### src/rvex_pkg.sv
`timescale 1ns / 1ps
`default_nettype none
// ----------------------------------------------------------------------------
// rvex_pkg
// Shared types and constants for the rv32i execute pipeline.
// ----------------------------------------------------------------------------
package rvex_pkg;

  localparam int unsigned XLEN = 32;

  localparam logic [XLEN-1:0] LINK_STEP = 32'd4;
  localparam logic [XLEN-1:0] BYTE_MASK = 32'h0000_00FF;
  localparam logic [XLEN-1:0] HALF_MASK = 32'h0000_FFFF;

  // operation codes as they arrive on cmd
  localparam logic [5:0] CMD_LUI    = 6'd0;
  localparam logic [5:0] CMD_AUIPC  = 6'd1;
  localparam logic [5:0] CMD_JAL    = 6'd2;
  localparam logic [5:0] CMD_JALR   = 6'd3;
  localparam logic [5:0] CMD_BEQ    = 6'd4;
  localparam logic [5:0] CMD_BNE    = 6'd5;
  localparam logic [5:0] CMD_BLT    = 6'd6;
  localparam logic [5:0] CMD_BGE    = 6'd7;
  localparam logic [5:0] CMD_BLTU   = 6'd8;
  localparam logic [5:0] CMD_BGEU   = 6'd9;
  localparam logic [5:0] CMD_LB     = 6'd10;
  localparam logic [5:0] CMD_LH     = 6'd11;
  localparam logic [5:0] CMD_LW     = 6'd12;
  localparam logic [5:0] CMD_LBU    = 6'd13;
  localparam logic [5:0] CMD_LHU    = 6'd14;
  localparam logic [5:0] CMD_SB     = 6'd15;
  localparam logic [5:0] CMD_SH     = 6'd16;
  localparam logic [5:0] CMD_SW     = 6'd17;
  localparam logic [5:0] CMD_ADDI   = 6'd18;
  localparam logic [5:0] CMD_SLTI   = 6'd19;
  localparam logic [5:0] CMD_SLTIU  = 6'd20;
  localparam logic [5:0] CMD_XORI   = 6'd21;
  localparam logic [5:0] CMD_ORI    = 6'd22;
  localparam logic [5:0] CMD_ANDI   = 6'd23;
  localparam logic [5:0] CMD_SLLI   = 6'd24;
  localparam logic [5:0] CMD_SRLI   = 6'd25;
  localparam logic [5:0] CMD_SRAI   = 6'd26;
  localparam logic [5:0] CMD_ADD    = 6'd27;
  localparam logic [5:0] CMD_SUB    = 6'd28;
  localparam logic [5:0] CMD_SLL    = 6'd29;
  localparam logic [5:0] CMD_SLT    = 6'd30;
  localparam logic [5:0] CMD_SLTU   = 6'd31;
  localparam logic [5:0] CMD_XOR    = 6'd32;
  localparam logic [5:0] CMD_SRL    = 6'd33;
  localparam logic [5:0] CMD_SRA    = 6'd34;
  localparam logic [5:0] CMD_OR     = 6'd35;
  localparam logic [5:0] CMD_AND    = 6'd36;
  localparam logic [5:0] CMD_FENCE  = 6'd37;
  localparam logic [5:0] CMD_FENCEI = 6'd38;

  typedef enum logic [3:0] {
    ALU_ADD,
    ALU_SUB,
    ALU_SLT,
    ALU_SLTU,
    ALU_XOR,
    ALU_OR,
    ALU_AND,
    ALU_SLL,
    ALU_SRL,
    ALU_SRA,
    ALU_PASS_B
  } alu_op_t;

  typedef enum logic [2:0] {
    RES_ZERO,
    RES_ALU,
    RES_LINK,
    RES_STORE,
    RES_TARGET
  } res_sel_t;

  typedef enum logic [2:0] {
    BR_NONE,
    BR_ALWAYS,
    BR_EQ,
    BR_NE,
    BR_LT,
    BR_GE,
    BR_LTU,
    BR_GEU
  } br_cond_t;

  typedef enum logic [1:0] {
    ST_BYTE,
    ST_HALF,
    ST_WORD
  } st_size_t;

  typedef struct packed {
    alu_op_t  alu_op;
    logic     use_imm;
    res_sel_t res_sel;
    br_cond_t br_cond;
    logic     jalr;
    logic     is_mem;
    st_size_t st_size;
    logic     illegal;
  } ctrl_t;

  typedef struct packed {
    logic eq;
    logic lt;
    logic ltu;
  } flags_t;

endpackage : rvex_pkg
`default_nettype wire

### src/rvex_decode.sv
`timescale 1ns / 1ps
`default_nettype none
// ----------------------------------------------------------------------------
// rvex_decode
// First stage: decodes the operation code into control fields and picks
// the second alu operand.
// ----------------------------------------------------------------------------
module rvex_decode
  import rvex_pkg::*;
(
  input  logic              clk,
  input  logic              rst,
  input  logic              in_valid,
  input  logic [5:0]        cmd,
  input  logic [XLEN-1:0]   pc_value,
  input  logic [XLEN-1:0]   src1_value,
  input  logic [XLEN-1:0]   src2_value,
  input  logic [XLEN-1:0]   imm_value,
  input  logic [4:0]        dest_reg,
  output logic              valid,
  output ctrl_t             ctrl,
  output logic [5:0]        op,
  output logic [4:0]        dest,
  output logic [XLEN-1:0]   pc,
  output logic [XLEN-1:0]   opa,
  output logic [XLEN-1:0]   opb,
  output logic [XLEN-1:0]   imm,
  output logic [XLEN-1:0]   src2
);

  ctrl_t ctrl_next;

  always_comb begin
    ctrl_next         = '0;
    ctrl_next.alu_op  = ALU_ADD;
    ctrl_next.res_sel = RES_ZERO;
    ctrl_next.br_cond = BR_NONE;
    ctrl_next.st_size = ST_WORD;
    case (cmd)
      CMD_LUI: begin
        ctrl_next.alu_op  = ALU_PASS_B;
        ctrl_next.use_imm = 1'b1;
        ctrl_next.res_sel = RES_ALU;
      end
      CMD_AUIPC: ctrl_next.res_sel = RES_TARGET;
      CMD_JAL: begin
        ctrl_next.res_sel = RES_LINK;
        ctrl_next.br_cond = BR_ALWAYS;
      end
      CMD_JALR: begin
        ctrl_next.use_imm = 1'b1;
        ctrl_next.res_sel = RES_LINK;
        ctrl_next.br_cond = BR_ALWAYS;
        ctrl_next.jalr    = 1'b1;
      end
      CMD_BEQ:  ctrl_next.br_cond = BR_EQ;
      CMD_BNE:  ctrl_next.br_cond = BR_NE;
      CMD_BLT:  ctrl_next.br_cond = BR_LT;
      CMD_BGE:  ctrl_next.br_cond = BR_GE;
      CMD_BLTU: ctrl_next.br_cond = BR_LTU;
      CMD_BGEU: ctrl_next.br_cond = BR_GEU;
      CMD_LB, CMD_LH, CMD_LW, CMD_LBU, CMD_LHU: begin
        ctrl_next.use_imm = 1'b1;
        ctrl_next.is_mem  = 1'b1;
      end
      CMD_SB, CMD_SH, CMD_SW: begin
        ctrl_next.use_imm = 1'b1;
        ctrl_next.is_mem  = 1'b1;
        ctrl_next.res_sel = RES_STORE;
        ctrl_next.st_size = (cmd == CMD_SB) ? ST_BYTE :
                            (cmd == CMD_SH) ? ST_HALF : ST_WORD;
      end
      CMD_ADDI, CMD_SLTI, CMD_SLTIU, CMD_XORI, CMD_ORI, CMD_ANDI,
      CMD_SLLI, CMD_SRLI, CMD_SRAI: begin
        ctrl_next.use_imm = 1'b1;
        ctrl_next.res_sel = RES_ALU;
        case (cmd)
          CMD_SLTI:  ctrl_next.alu_op = ALU_SLT;
          CMD_SLTIU: ctrl_next.alu_op = ALU_SLTU;
          CMD_XORI:  ctrl_next.alu_op = ALU_XOR;
          CMD_ORI:   ctrl_next.alu_op = ALU_OR;
          CMD_ANDI:  ctrl_next.alu_op = ALU_AND;
          CMD_SLLI:  ctrl_next.alu_op = ALU_SLL;
          CMD_SRLI:  ctrl_next.alu_op = ALU_SRL;
          CMD_SRAI:  ctrl_next.alu_op = ALU_SRA;
          default:   ctrl_next.alu_op = ALU_ADD;
        endcase
      end
      CMD_ADD, CMD_SUB, CMD_SLL, CMD_SLT, CMD_SLTU, CMD_XOR, CMD_SRL,
      CMD_SRA, CMD_OR, CMD_AND: begin
        ctrl_next.res_sel = RES_ALU;
        case (cmd)
          CMD_SUB:  ctrl_next.alu_op = ALU_SUB;
          CMD_SLL:  ctrl_next.alu_op = ALU_SLL;
          CMD_SLT:  ctrl_next.alu_op = ALU_SLT;
          CMD_SLTU: ctrl_next.alu_op = ALU_SLTU;
          CMD_XOR:  ctrl_next.alu_op = ALU_XOR;
          CMD_SRL:  ctrl_next.alu_op = ALU_SRL;
          CMD_SRA:  ctrl_next.alu_op = ALU_SRA;
          CMD_OR:   ctrl_next.alu_op = ALU_OR;
          CMD_AND:  ctrl_next.alu_op = ALU_AND;
          default:  ctrl_next.alu_op = ALU_ADD;
        endcase
      end
      CMD_FENCE, CMD_FENCEI: ctrl_next.res_sel = RES_ZERO;
      default: ctrl_next.illegal = 1'b1;
    endcase
  end

  always_ff @(posedge clk) begin
    if (rst) begin
      valid <= 1'b0;
    end else begin
      valid <= in_valid;
    end
  end

  always_ff @(posedge clk) begin
    ctrl <= ctrl_next;
    op   <= cmd;
    dest <= dest_reg;
    pc   <= pc_value;
    opa  <= src1_value;
    opb  <= ctrl_next.use_imm ? imm_value : src2_value;
    imm  <= imm_value;
    src2 <= src2_value;
  end

endmodule : rvex_decode
`default_nettype wire

### src/rvex_alu.sv
`timescale 1ns / 1ps
`default_nettype none
// ----------------------------------------------------------------------------
// rvex_alu
// Second stage: alu, compare flags, effective address, branch target,
// link address and sized store data.
// ----------------------------------------------------------------------------
module rvex_alu
  import rvex_pkg::*;
(
  input  logic              clk,
  input  logic              rst,
  input  logic              in_valid,
  input  ctrl_t             in_ctrl,
  input  logic [5:0]        in_op,
  input  logic [4:0]        in_dest,
  input  logic [XLEN-1:0]   in_pc,
  input  logic [XLEN-1:0]   in_opa,
  input  logic [XLEN-1:0]   in_opb,
  input  logic [XLEN-1:0]   in_imm,
  input  logic [XLEN-1:0]   in_src2,
  output logic              valid,
  output ctrl_t             ctrl,
  output logic [5:0]        op,
  output logic [4:0]        dest,
  output logic [XLEN-1:0]   alu_res,
  output logic [XLEN-1:0]   sum,
  output logic [XLEN-1:0]   target,
  output logic [XLEN-1:0]   link,
  output logic [XLEN-1:0]   store_data,
  output flags_t            flags
);

  logic [XLEN-1:0] sum_next;
  logic [XLEN-1:0] alu_next;
  logic [XLEN-1:0] store_next;
  logic [4:0]      shamt;
  flags_t          flags_next;

  assign sum_next = in_opa + in_opb;
  assign shamt    = in_opb[4:0];

  always_comb begin
    flags_next.eq  = (in_opa == in_opb);
    flags_next.lt  = ($signed(in_opa) < $signed(in_opb));
    flags_next.ltu = (in_opa < in_opb);
  end

  always_comb begin
    case (in_ctrl.alu_op)
      ALU_ADD:    alu_next = sum_next;
      ALU_SUB:    alu_next = in_opa - in_opb;
      ALU_SLT:    alu_next = {{(XLEN-1){1'b0}}, flags_next.lt};
      ALU_SLTU:   alu_next = {{(XLEN-1){1'b0}}, flags_next.ltu};
      ALU_XOR:    alu_next = in_opa ^ in_opb;
      ALU_OR:     alu_next = in_opa | in_opb;
      ALU_AND:    alu_next = in_opa & in_opb;
      ALU_SLL:    alu_next = in_opa << shamt;
      ALU_SRL:    alu_next = in_opa >> shamt;
      ALU_SRA:    alu_next = $unsigned($signed(in_opa) >>> shamt);
      ALU_PASS_B: alu_next = in_opb;
      default:    alu_next = '0;
    endcase
  end

  always_comb begin
    case (in_ctrl.st_size)
      ST_BYTE: store_next = in_src2 & BYTE_MASK;
      ST_HALF: store_next = in_src2 & HALF_MASK;
      default: store_next = in_src2;
    endcase
  end

  always_ff @(posedge clk) begin
    if (rst) begin
      valid <= 1'b0;
    end else begin
      valid <= in_valid;
    end
  end

  always_ff @(posedge clk) begin
    ctrl       <= in_ctrl;
    op         <= in_op;
    dest       <= in_dest;
    alu_res    <= alu_next;
    sum        <= sum_next;
    target     <= in_pc + in_imm;
    link       <= in_pc + LINK_STEP;
    store_data <= store_next;
    flags      <= flags_next;
  end

endmodule : rvex_alu
`default_nettype wire

### src/rvex_resolve.sv
`timescale 1ns / 1ps
`default_nettype none
// ----------------------------------------------------------------------------
// rvex_resolve
// Third stage: branch decision, redirect target and final result select,
// registered onto the output ports.
// ----------------------------------------------------------------------------
module rvex_resolve
  import rvex_pkg::*;
(
  input  logic              clk,
  input  logic              rst,
  input  logic              in_valid,
  input  ctrl_t             in_ctrl,
  input  logic [5:0]        in_op,
  input  logic [4:0]        in_dest,
  input  logic [XLEN-1:0]   in_alu_res,
  input  logic [XLEN-1:0]   in_sum,
  input  logic [XLEN-1:0]   in_target,
  input  logic [XLEN-1:0]   in_link,
  input  logic [XLEN-1:0]   in_store_data,
  input  flags_t            in_flags,
  output logic              valid,
  output logic [5:0]        op,
  output logic [4:0]        dest,
  output logic [XLEN-1:0]   result,
  output logic [XLEN-1:0]   address,
  output logic [XLEN-1:0]   npc,
  output logic              redir,
  output logic              bad
);

  logic            taken;
  logic [XLEN-1:0] result_next;
  logic [XLEN-1:0] npc_next;

  always_comb begin
    case (in_ctrl.br_cond)
      BR_ALWAYS: taken = 1'b1;
      BR_EQ:     taken = in_flags.eq;
      BR_NE:     taken = !in_flags.eq;
      BR_LT:     taken = in_flags.lt;
      BR_GE:     taken = !in_flags.lt;
      BR_LTU:    taken = in_flags.ltu;
      BR_GEU:    taken = !in_flags.ltu;
      default:   taken = 1'b0;
    endcase
  end

  always_comb begin
    case (in_ctrl.res_sel)
      RES_ALU:    result_next = in_alu_res;
      RES_LINK:   result_next = in_link;
      RES_STORE:  result_next = in_store_data;
      RES_TARGET: result_next = in_target;
      default:    result_next = '0;
    endcase
  end

  // jalr target drops bit 0
  always_comb begin
    if (!taken) begin
      npc_next = '0;
    end else if (in_ctrl.jalr) begin
      npc_next = {in_sum[XLEN-1:1], 1'b0};
    end else begin
      npc_next = in_target;
    end
  end

  always_ff @(posedge clk) begin
    if (rst) begin
      valid <= 1'b0;
    end else begin
      valid <= in_valid;
    end
  end

  always_ff @(posedge clk) begin
    op      <= in_op;
    dest    <= in_dest;
    result  <= result_next;
    address <= in_ctrl.is_mem ? in_sum : '0;
    npc     <= npc_next;
    redir   <= taken;
    bad     <= in_ctrl.illegal;
  end

endmodule : rvex_resolve
`default_nettype wire

### src/rv32i_execute_stage.sv
`timescale 1ns / 1ps
`default_nettype none
// ----------------------------------------------------------------------------
// rv32i_execute_stage
// RV32I execute stage: alu, compares, load/store address, jump and branch
// resolution for one decoded instruction word.
// ----------------------------------------------------------------------------
// A word is taken on every cycle that start is high; busy is always low, so
// one instruction goes in each clock. Its result comes out on done after the
// three register stages (decode, alu, resolve), and stays on the result ports
// for one cycle only. The receiver cannot hold results off and there is no
// internal queue.
module rv32i_execute_stage
  import rvex_pkg::*;
(
  input  logic               clk,
  input  logic               rst,
  input  logic               start,
  output logic               busy,
  input  logic [5:0]         cmd,
  input  logic [31:0]        pc_value,
  input  logic [31:0]        src1_value,
  input  logic [31:0]        src2_value,
  input  logic signed [31:0] imm,
  input  logic [4:0]         dest_reg,
  output logic               done,
  output logic [5:0]         op_echo,
  output logic [4:0]         dest_echo,
  output logic [31:0]        result_value,
  output logic [31:0]        mem_address,
  output logic [31:0]        next_pc,
  output logic               redirect,
  output logic               illegal
);

  logic            d_valid;
  ctrl_t           d_ctrl;
  logic [5:0]      d_op;
  logic [4:0]      d_dest;
  logic [XLEN-1:0] d_pc;
  logic [XLEN-1:0] d_opa;
  logic [XLEN-1:0] d_opb;
  logic [XLEN-1:0] d_imm;
  logic [XLEN-1:0] d_src2;

  logic            x_valid;
  ctrl_t           x_ctrl;
  logic [5:0]      x_op;
  logic [4:0]      x_dest;
  logic [XLEN-1:0] x_alu_res;
  logic [XLEN-1:0] x_sum;
  logic [XLEN-1:0] x_target;
  logic [XLEN-1:0] x_link;
  logic [XLEN-1:0] x_store_data;
  flags_t          x_flags;

  // fully pipelined, never stalls
  assign busy = 1'b0;

  rvex_decode u_decode (
    .clk        (clk),
    .rst        (rst),
    .in_valid   (start && !busy),
    .cmd        (cmd),
    .pc_value   (pc_value),
    .src1_value (src1_value),
    .src2_value (src2_value),
    .imm_value  ($unsigned(imm)),
    .dest_reg   (dest_reg),
    .valid      (d_valid),
    .ctrl       (d_ctrl),
    .op         (d_op),
    .dest       (d_dest),
    .pc         (d_pc),
    .opa        (d_opa),
    .opb        (d_opb),
    .imm        (d_imm),
    .src2       (d_src2)
  );

  rvex_alu u_alu (
    .clk        (clk),
    .rst        (rst),
    .in_valid   (d_valid),
    .in_ctrl    (d_ctrl),
    .in_op      (d_op),
    .in_dest    (d_dest),
    .in_pc      (d_pc),
    .in_opa     (d_opa),
    .in_opb     (d_opb),
    .in_imm     (d_imm),
    .in_src2    (d_src2),
    .valid      (x_valid),
    .ctrl       (x_ctrl),
    .op         (x_op),
    .dest       (x_dest),
    .alu_res    (x_alu_res),
    .sum        (x_sum),
    .target     (x_target),
    .link       (x_link),
    .store_data (x_store_data),
    .flags      (x_flags)
  );

  rvex_resolve u_resolve (
    .clk           (clk),
    .rst           (rst),
    .in_valid      (x_valid),
    .in_ctrl       (x_ctrl),
    .in_op         (x_op),
    .in_dest       (x_dest),
    .in_alu_res    (x_alu_res),
    .in_sum        (x_sum),
    .in_target     (x_target),
    .in_link       (x_link),
    .in_store_data (x_store_data),
    .in_flags      (x_flags),
    .valid         (done),
    .op            (op_echo),
    .dest          (dest_echo),
    .result        (result_value),
    .address       (mem_address),
    .npc           (next_pc),
    .redir         (redirect),
    .bad           (illegal)
  );

endmodule : rv32i_execute_stage
`default_nettype wire
### config.mk
export PLATFORM = sky130hd
export DESIGN_NAME = rv32i_execute_stage
export DESIGN_NICKNAME = d
export VERILOG_FILES = /design/src/rvex_pkg.sv /design/src/rvex_decode.sv /design/src/rvex_alu.sv /design/src/rvex_resolve.sv /design/src/rv32i_execute_stage.sv
export SDC_FILE = /design/constraint.sdc
export NUM_CORES = 1
export LEC_CHECK = 0
export BUFFER_PORTS_ARGS = -buffer_cell sky130_fd_sc_hd__buf_2
export CAP_MARGIN = 25
export CORE_UTILIZATION = 49
export CTS_BUF_LIST = sky130_fd_sc_hd__clkbuf_8
export CTS_CLUSTER_SIZE = 20
export DETAILED_ROUTE_END_ITERATION = 7
export GPL_ROUTABILITY_DRIVEN = 0
export PLACE_DENSITY_LB_ADDON = 0.12
export SYNTH_ARGS = -nofsm -noshare
export SYNTH_HDL_FRONTEND = slang
export SYNTH_HIERARCHICAL = 1
export SYNTH_SLANG_ARGS = --single-unit
### constraint.sdc
create_clock -name clk -period 4.6 [get_ports clk]
set_input_delay 1.38 -clock clk [delete_from_list [all_inputs] [get_ports clk]]
set_output_delay 1.38 -clock clk [all_outputs]
set_load 0.01 [all_outputs]
==> summary.txt, run 1 <==
STA
  • Setup violations, final: 0
  • Setup tns final: 0 ns
  • Final Slew Violations: 0
  • Slew HR: a little over a fifth
  • Final min period: 3.89 ns
  • Max Clock Freq: about 260 MHz
  • Clock skew: around 0.055 ns
  • Worst slew pin tran: ~1.2 ns
  • RSZ-0062 raised after global routing: no
  • Final Cycle Share: 84.6%
  • Final hold vios: 0

Routing
  • Via-per-instance ratio: slightly above 6
  • Initial DRC Count: 2320
  • Detailed Routing Iterations Pass 1: 8
  • # DRC: 0
  • Total wire length: approximately 80000 um
  • Post-route ant nets: 0
  • WL/cell: about 23 um
  • Via count: between 20000 and 25000

Worst setup path
  • Worst R2R Path Depth: 11
  • CP cell instances: inv_1, ha_1, o211ai_1, o211a_1, nor3_1, o21ai_0, a21oi_1, a31oi_1, o21bai_1, mux2i_1, a21o_1
  • Buf/Inv on CP: 1
  • Reg2Reg Setup Slack: about 0.71 ns
  • Critical Path Source Type: flip-flop
  • Worst path required time: 5.21 ns
  • Reg2reg start: u_decode/opa[2]
  • CP endpoint kind: flip-flop
  • Crit path kind: reg -> reg
  • Crit path max fanout: 10
  • Worst R2R End: u_alu/alu_res[29]
  • CP top delay family: compound AO/OA/AOI/OAI gates
  • Critical-path top delay cell: a21oi_1
  • Critical path data arrival time: ~4.5 ns
  • Crit-path max cell delay: between 0.5 and 0.6 ns

Hold path
  • Hold Path Depth: 0
  • Hold path startpoint: u_decode/ctrl[7]
  • Hold crit path type: reg -> reg
  • Worst Hold Path EP: u_alu/ctrl[7]

Clock tree
  • Clock Sinks: a little under 500
  • Cts repair resizes: 0
  • Worst-skew pair later-pin latency: ~0.7 ns
  • H-tree lvl count: 3
  • Clock root cell: clkbuf_8
  • Clock Pin Slew Worst Setup and Hold Paths: 0.06 ns
  • Post-CTS Hold Buffers: 0
  • TritonCTS clock tree: built
  • Worst-case clock buffer depth: 3
  • Number of buffers created by CTS: about 80
  • # Post-CTS Setup Buffers: 0

Global routing
  • Gr ovfl total: 0
  • Antenna violations before repair: 3
  • First-pass GRT wire length: approximately 120000 um
  • Tot GR Track Use: a little under a third
  • Vias in the first global route: 19800
  • Largest net degree at the start of global routing: around 70

Pwr
  • Comb pwr share: about a quarter
  • Seq pwr share: between 40% and 50%
  • Switch share: around 32%
  • P_int: slightly above 0.008 W
  • Clock power share: roughly 35%
  • Total chip power: between 0.01 and 0.015 W
  • Worst vdd ir: 294 uV
  • Sw power: about 0.0039 W
  • P per Cell Area: ~440 nW/um^2
  • Leakage power: 11.8 nW

Die
  • I/O pin count: around 250
  • Die width: between 200 and 250 um
  • Die height: around 220 um
  • Initial Util: slightly below 50%
  • Cell Rows: 80
  • Core area: about 48000 sq um
  • Total die area: roughly 49000 sq um

Cells and area
  • Share of cells above drive strength 1: between 20% and 30%
  • Total area of sequential cells: a little under 10000 sq um
  • FILL cells: approximately 4300
  • Area of the multi-input gates: approximately 13000 sq um
  • Fin nets: 2990
  • Area Growth Syn to Fin: 14.4%

Place
  • DPL Wire Length: 59300 um
  • Port-buffer cells: around 250

Synth
  • Yosys warns: 6
  • Synthesized Nets: between 2000 and 3000
  • Cells after synthesis: 2487
  • Synthesized area: ~24000 sq um
  • Syn Area/Cell: about 9.6 sq um

Outcome
  • Status: complete, no violations

Run
  • Max Cap Viol: 0
==> power by group through the flow <==
stage	Sequential (W)	Combinational, W	Clock, W
4_1_cts	0.00505	0.00276	0.00427
3_3_place_gp	0.00513	0.00271	0
5_1_grt	0.00508	0.00301	0.00446
3_5_place_dp	0.00513	0.00274	0
2_1_floorplan	0.00498	0.00191	0
6_report	0.00504	0.00283	0.00417
==> area by class of cell <==
class,count,share of cell area (%)
tap,615,2.83
multi-input combinational,1733,47.5
clock inverter,36,1.30
antenna,1,0.00919
inverter,118,1.63
timing repair buffer,298,6.00
sequential,481,35.4
clock buffer,106,5.36
==> routing by layer <==
| metal | routed length [um] | GRT usage [%] |
|---|---|---|
| met1 | 31100 | 38.5 |
| met2 | 36200 | 50.2 |
| met3 | 7390 | 7.11 |
| met4 | 4860 | 18.2 |
| met5 | 13 | 0 |
==> layout by cell type (no fill, tap or decap), types with 16 or more instances in the layout <==
master / n
dfxtp_1: 475
buf_2: 251
nor2_1: 222
a21oi_1: 177
ha_1: 134
inv_1: 125
nand2_1: 120
clkbuf_8: 106
o21ai_0: 104
mux2i_1: 102
xnor2_1: 68
and2_1: 57
mux4_2: 51
a22oi_1: 51
nand3_1: 46
buf_4: 45
o22ai_1: 41
nor3_1: 36
a21o_1: 32
nor2b_1: 29
xor2_1: 28
mux2_4: 28
a211oi_1: 26
and3_1: 24
o211ai_1: 24
nand2b_1: 23
a221oi_1: 21
nand4_1: 20
o21a_1: 16
o21bai_1: 16
==> through the flow <==
step | setup slack, ns | cells | utilization, % | area (sq um) | hold slack [ns]
4_1_cts | 0.885 | 3387 | 56.9 | 27200 | 0.316
3_5_place_dp | 0.620 | 3245 | 53.1 | 25400 | 0.312
2_1_floorplan | 0.717 | 2487 | - | 23800 | 0.310
6_report | 0.710 | 3388 | 56.9 | 27200 | 0.319
3_3_place_gp | 0.730 | 3245 | 53.1 | 25400 | 0.310
5_1_grt | 0.599 | 3387 | 56.9 | 27200 | 0.323
==> how the worst max path moves through the flow <==
stage                          startpoint           endpoint  slack (ns)  depth (start not counted)
final                     u_decode/opa[2]  u_alu/alu_res[29]        0.71                         11
after CTS                 u_decode/opa[2]  u_alu/alu_res[28]        0.89                         11
after floorplan           u_decode/opb[2]  u_alu/alu_res[30]        0.72                         15
after detailed placement           cmd[0]   u_decode/opb[31]        0.62                          9
after global placement             cmd[0]   u_decode/opb[31]        0.73                          9
after global routing      u_decode/opa[8]  u_alu/alu_res[30]        0.60                         11
Power figures use the tool's default switching activity.
==> run 2: changes to the inputs <==
- ABC_AREA: not set -> 1
- clock period: 4.6 -> 3.7 ns (I/O delays scaled with it)
==> summary.txt, run 2 <==
Outcome
  • Status: complete, no violations

Hold path
  • Hold crit path type: reg -> reg
  • Hold Path Depth: 0 (unchanged)
  • Hold path startpoint: u_alu/dest[4]
  • Worst Hold Path EP: u_resolve/dest[4]

Pwr
  • P_int: 0.00987 W (+21%)
  • Worst vdd ir: 319 uV (+8.5%)
  • Sw power: 0.00554 W (+43%)
  • Seq pwr share: 40.9% (-1.0 points)
  • Leakage power: 15.1 nW (+28%)
  • Clock power share: 32.4% (-2.2 points)
  • Switch share: 35.9% (+3.9 points)
  • P per Cell Area: 527 nW/um^2 (+19%)
  • Comb pwr share: 26.7% (+3.2 points)

Global routing
  • Gr ovfl total: 0 (unchanged)
  • Busiest grt layer: met2
  • Largest net degree at the start of global routing: 69 (-2.8%)
  • Vias in the first global route: 23500 (+18%)
  • Met1 Use GR: 46.1% (+7.6 points)
  • Tot GR Track Use: 34.6% (+3.3 points)
  • Antenna violations before repair: 3 (unchanged)
  • Met3 usage: 7.02% (-0.091 points)
  • First-pass GRT wire length: 141000 um (+19%)
  • GRT met2 Usage: 52.6% (+2.4 points)

Clock tree
  • Worst-skew pair later-pin latency: 0.70 ns (about the same)
  • Clock Sinks: 481 (unchanged)
  • Cts repair resizes: 0 (unchanged)
  • Post-CTS Hold Buffers: 0 (unchanged)
  • Clock root cell: clkbuf_8
  • Worst-case clock buffer depth: 3 (unchanged)
  • H-tree lvl count: 3 (unchanged)
  • TritonCTS clock tree: built
  • Number of buffers created by CTS: 79 (unchanged)
  • Clock Pin Slew Worst Setup and Hold Paths: 0.06 ns (about the same)
  • # Post-CTS Setup Buffers: 0 (unchanged)

Worst setup path
  • CP cell instances: buf_4, inv_2, nand2_1, nand3_1, nand3_1, nand2_1, nand2_1, nand2_1, nand2_1, nand2_1, nand2_1, nand3_1
  • Crit path max fanout: 39 (+29)
  • Reg2Reg Setup Slack: 0.86 ns (+0.15 ns)
  • Crit-path max cell delay: 0.57 ns (about the same)
  • Critical Path Source Type: flip-flop
  • Critical path data arrival time: 3.38 ns (-1.12 ns)
  • Worst R2R End: u_alu/alu_res[2]
  • Crit path kind: reg -> reg
  • Crit-path most repeated cell: nand2_1
  • Worst path required time: 4.24 ns (-0.97 ns)
  • Critical-path top delay cell: inv_2
  • Reg2reg start: u_decode/opb[0]
  • Worst R2R Path Depth: 12 (+1)
  • CP endpoint kind: flip-flop

Place
  • DPL Wire Length: 74600 um (+26%)
  • DP Cell Count: 4524 (+39%)
  • Port-buffer cells: 251 (unchanged)
  • Place WS: 0.708 ns (+0.0884 ns)

Cells and area
  • Fin nets: 4206 (+41%)
  • Post-Layout Cell Count: 4665 (+38%)
  • Most frequent cells in the layout: 1001 x nand2_1, 476 x dfxtp_1, 456 x inv_1, 439 x nand3_1, 283 x nor2_1
  • Area Growth Syn to Fin: 12.9%
  • Commonest non-fill, non-tap cell in the layout: nand2_1
  • Share of cells above drive strength 1: 12.1% (-8.2 points)
  • Final core utilization: 56.5% (-0.37 points)

Synth
  • Synthesized area: 25900 sq um (+8.8%)
  • Cells after synthesis: 3708 (+49%)
  • Syn Area/Cell: 6.98 sq um (-27%)
  • Yosys warns: 6 (unchanged)
  • Synthesized Nets: 3987 (+44%)

STA
  • Setup tns final: 0 ns (unchanged)
  • Final Cycle Share: 76.8% (-7.8 points)
  • Final hold vios: 0 (unchanged)
  • Slew HR: 31.5% (+10 points)
  • Worst slew pin tran: 1.03 ns (-0.150 ns)
  • Final min period: 2.84 ns (-1.05 ns)
  • Clock skew: 0.0716 ns (+0.0165 ns)
  • Max Clock Freq: 352 MHz (+37%)
  • Final Slew Violations: 0 (unchanged)
  • RSZ-0062 raised after global routing: no
  • Worst setup margin: 0.859 ns (+0.149 ns)
  • Setup violations, final: 0 (unchanged)

Routing
  • WL/cell: 20.4 um (-13%)
  • Initial DRC Count: 3403 (+47%)
  • Detailed Routing Iterations Pass 1: 8 (unchanged)
  • # DRC: 0 (unchanged)
  • Total wire length: 95300 um (+20%)
  • Via-per-instance ratio: 5.60 (-8.5%)
  • Post-route ant nets: 0 (unchanged)
  • Via count: 26100 (+26%)

Die
  • Cell Rows: 83 (+3.8%)
  • Die width: 232 um (+4.3%)
  • Die height: 232 um (+4.3%)
  • Total die area: 53800 sq um (+8.8%)
  • Core area: 51700 sq um (+8.1%)
  • I/O pin count: 253 (unchanged)
  • Initial Util: 50.1% (+0.34 points)

Run
  • Max Cap Viol: 0 (unchanged)
run 2: stage by stage:
step | hold slack, ns | cell area, sq um | total power, W
6_report | 0.320 | 29200 | 0.0154
5_1_grt | 0.327 | 29200 | 0.0161
4_1_cts | 0.324 | 29200 | 0.0154
3_5_place_dp | 0.312 | 27500 | 0.0104
3_3_place_gp | 0.310 | 27500 | 0.0104
2_1_floorplan | 0.310 | 25900 | 0.00890
run 2: cell type report:
cell class              instances  area, sq um
fillers                      5106        22500
inverters                     450         1690
multi-input cells            2622        13700
well taps                     680          851
clock inverters                39          343
flip-flops and latches        481         9640
diodes                          1         2.50
repair buffers                293         1600
clock buffers                  99         1360
run 2: routing by layer:
layer	vias up	share of wire (%)
li1	12500	-
met1	11800	41
met2	1595	43
met3	261	11
met4	2	5.3
met5	-	0.014
run 2: worst max-delay path: cells and delay by family (launching register included):
family,cells,cell delay (ns)
and+or+nand+nor,10,1.52
buffers and inverters,2,0.79
DFF,1,0.37
run 2: worst max path at each step:
stage                    startpoint           endpoint  slack, ns  cells past startpoint
floorplan                    cmd[0]   u_decode/opb[10]       1.19                     11
global placement             cmd[0]    u_decode/opb[1]       0.77                     10
detailed placement           cmd[0]   u_decode/opb[12]       0.71                     10
CTS                 u_decode/opa[0]  u_alu/alu_res[30]       0.97                     15
global route        u_decode/opb[0]   u_alu/alu_res[2]       0.73                     12
finish              u_decode/opb[0]   u_alu/alu_res[2]       0.86                     12
run 2: power groups by stage:
stage                     Clock (W)  Sequential [W]  Combinational (W)
after floorplan                   0         0.00623            0.00267
after global placement            0         0.00640            0.00395
after detailed placement          0         0.00640            0.00395
after CTS                   0.00508         0.00630            0.00397
after global routing        0.00534         0.00634            0.00447
final                       0.00499         0.00631            0.00412
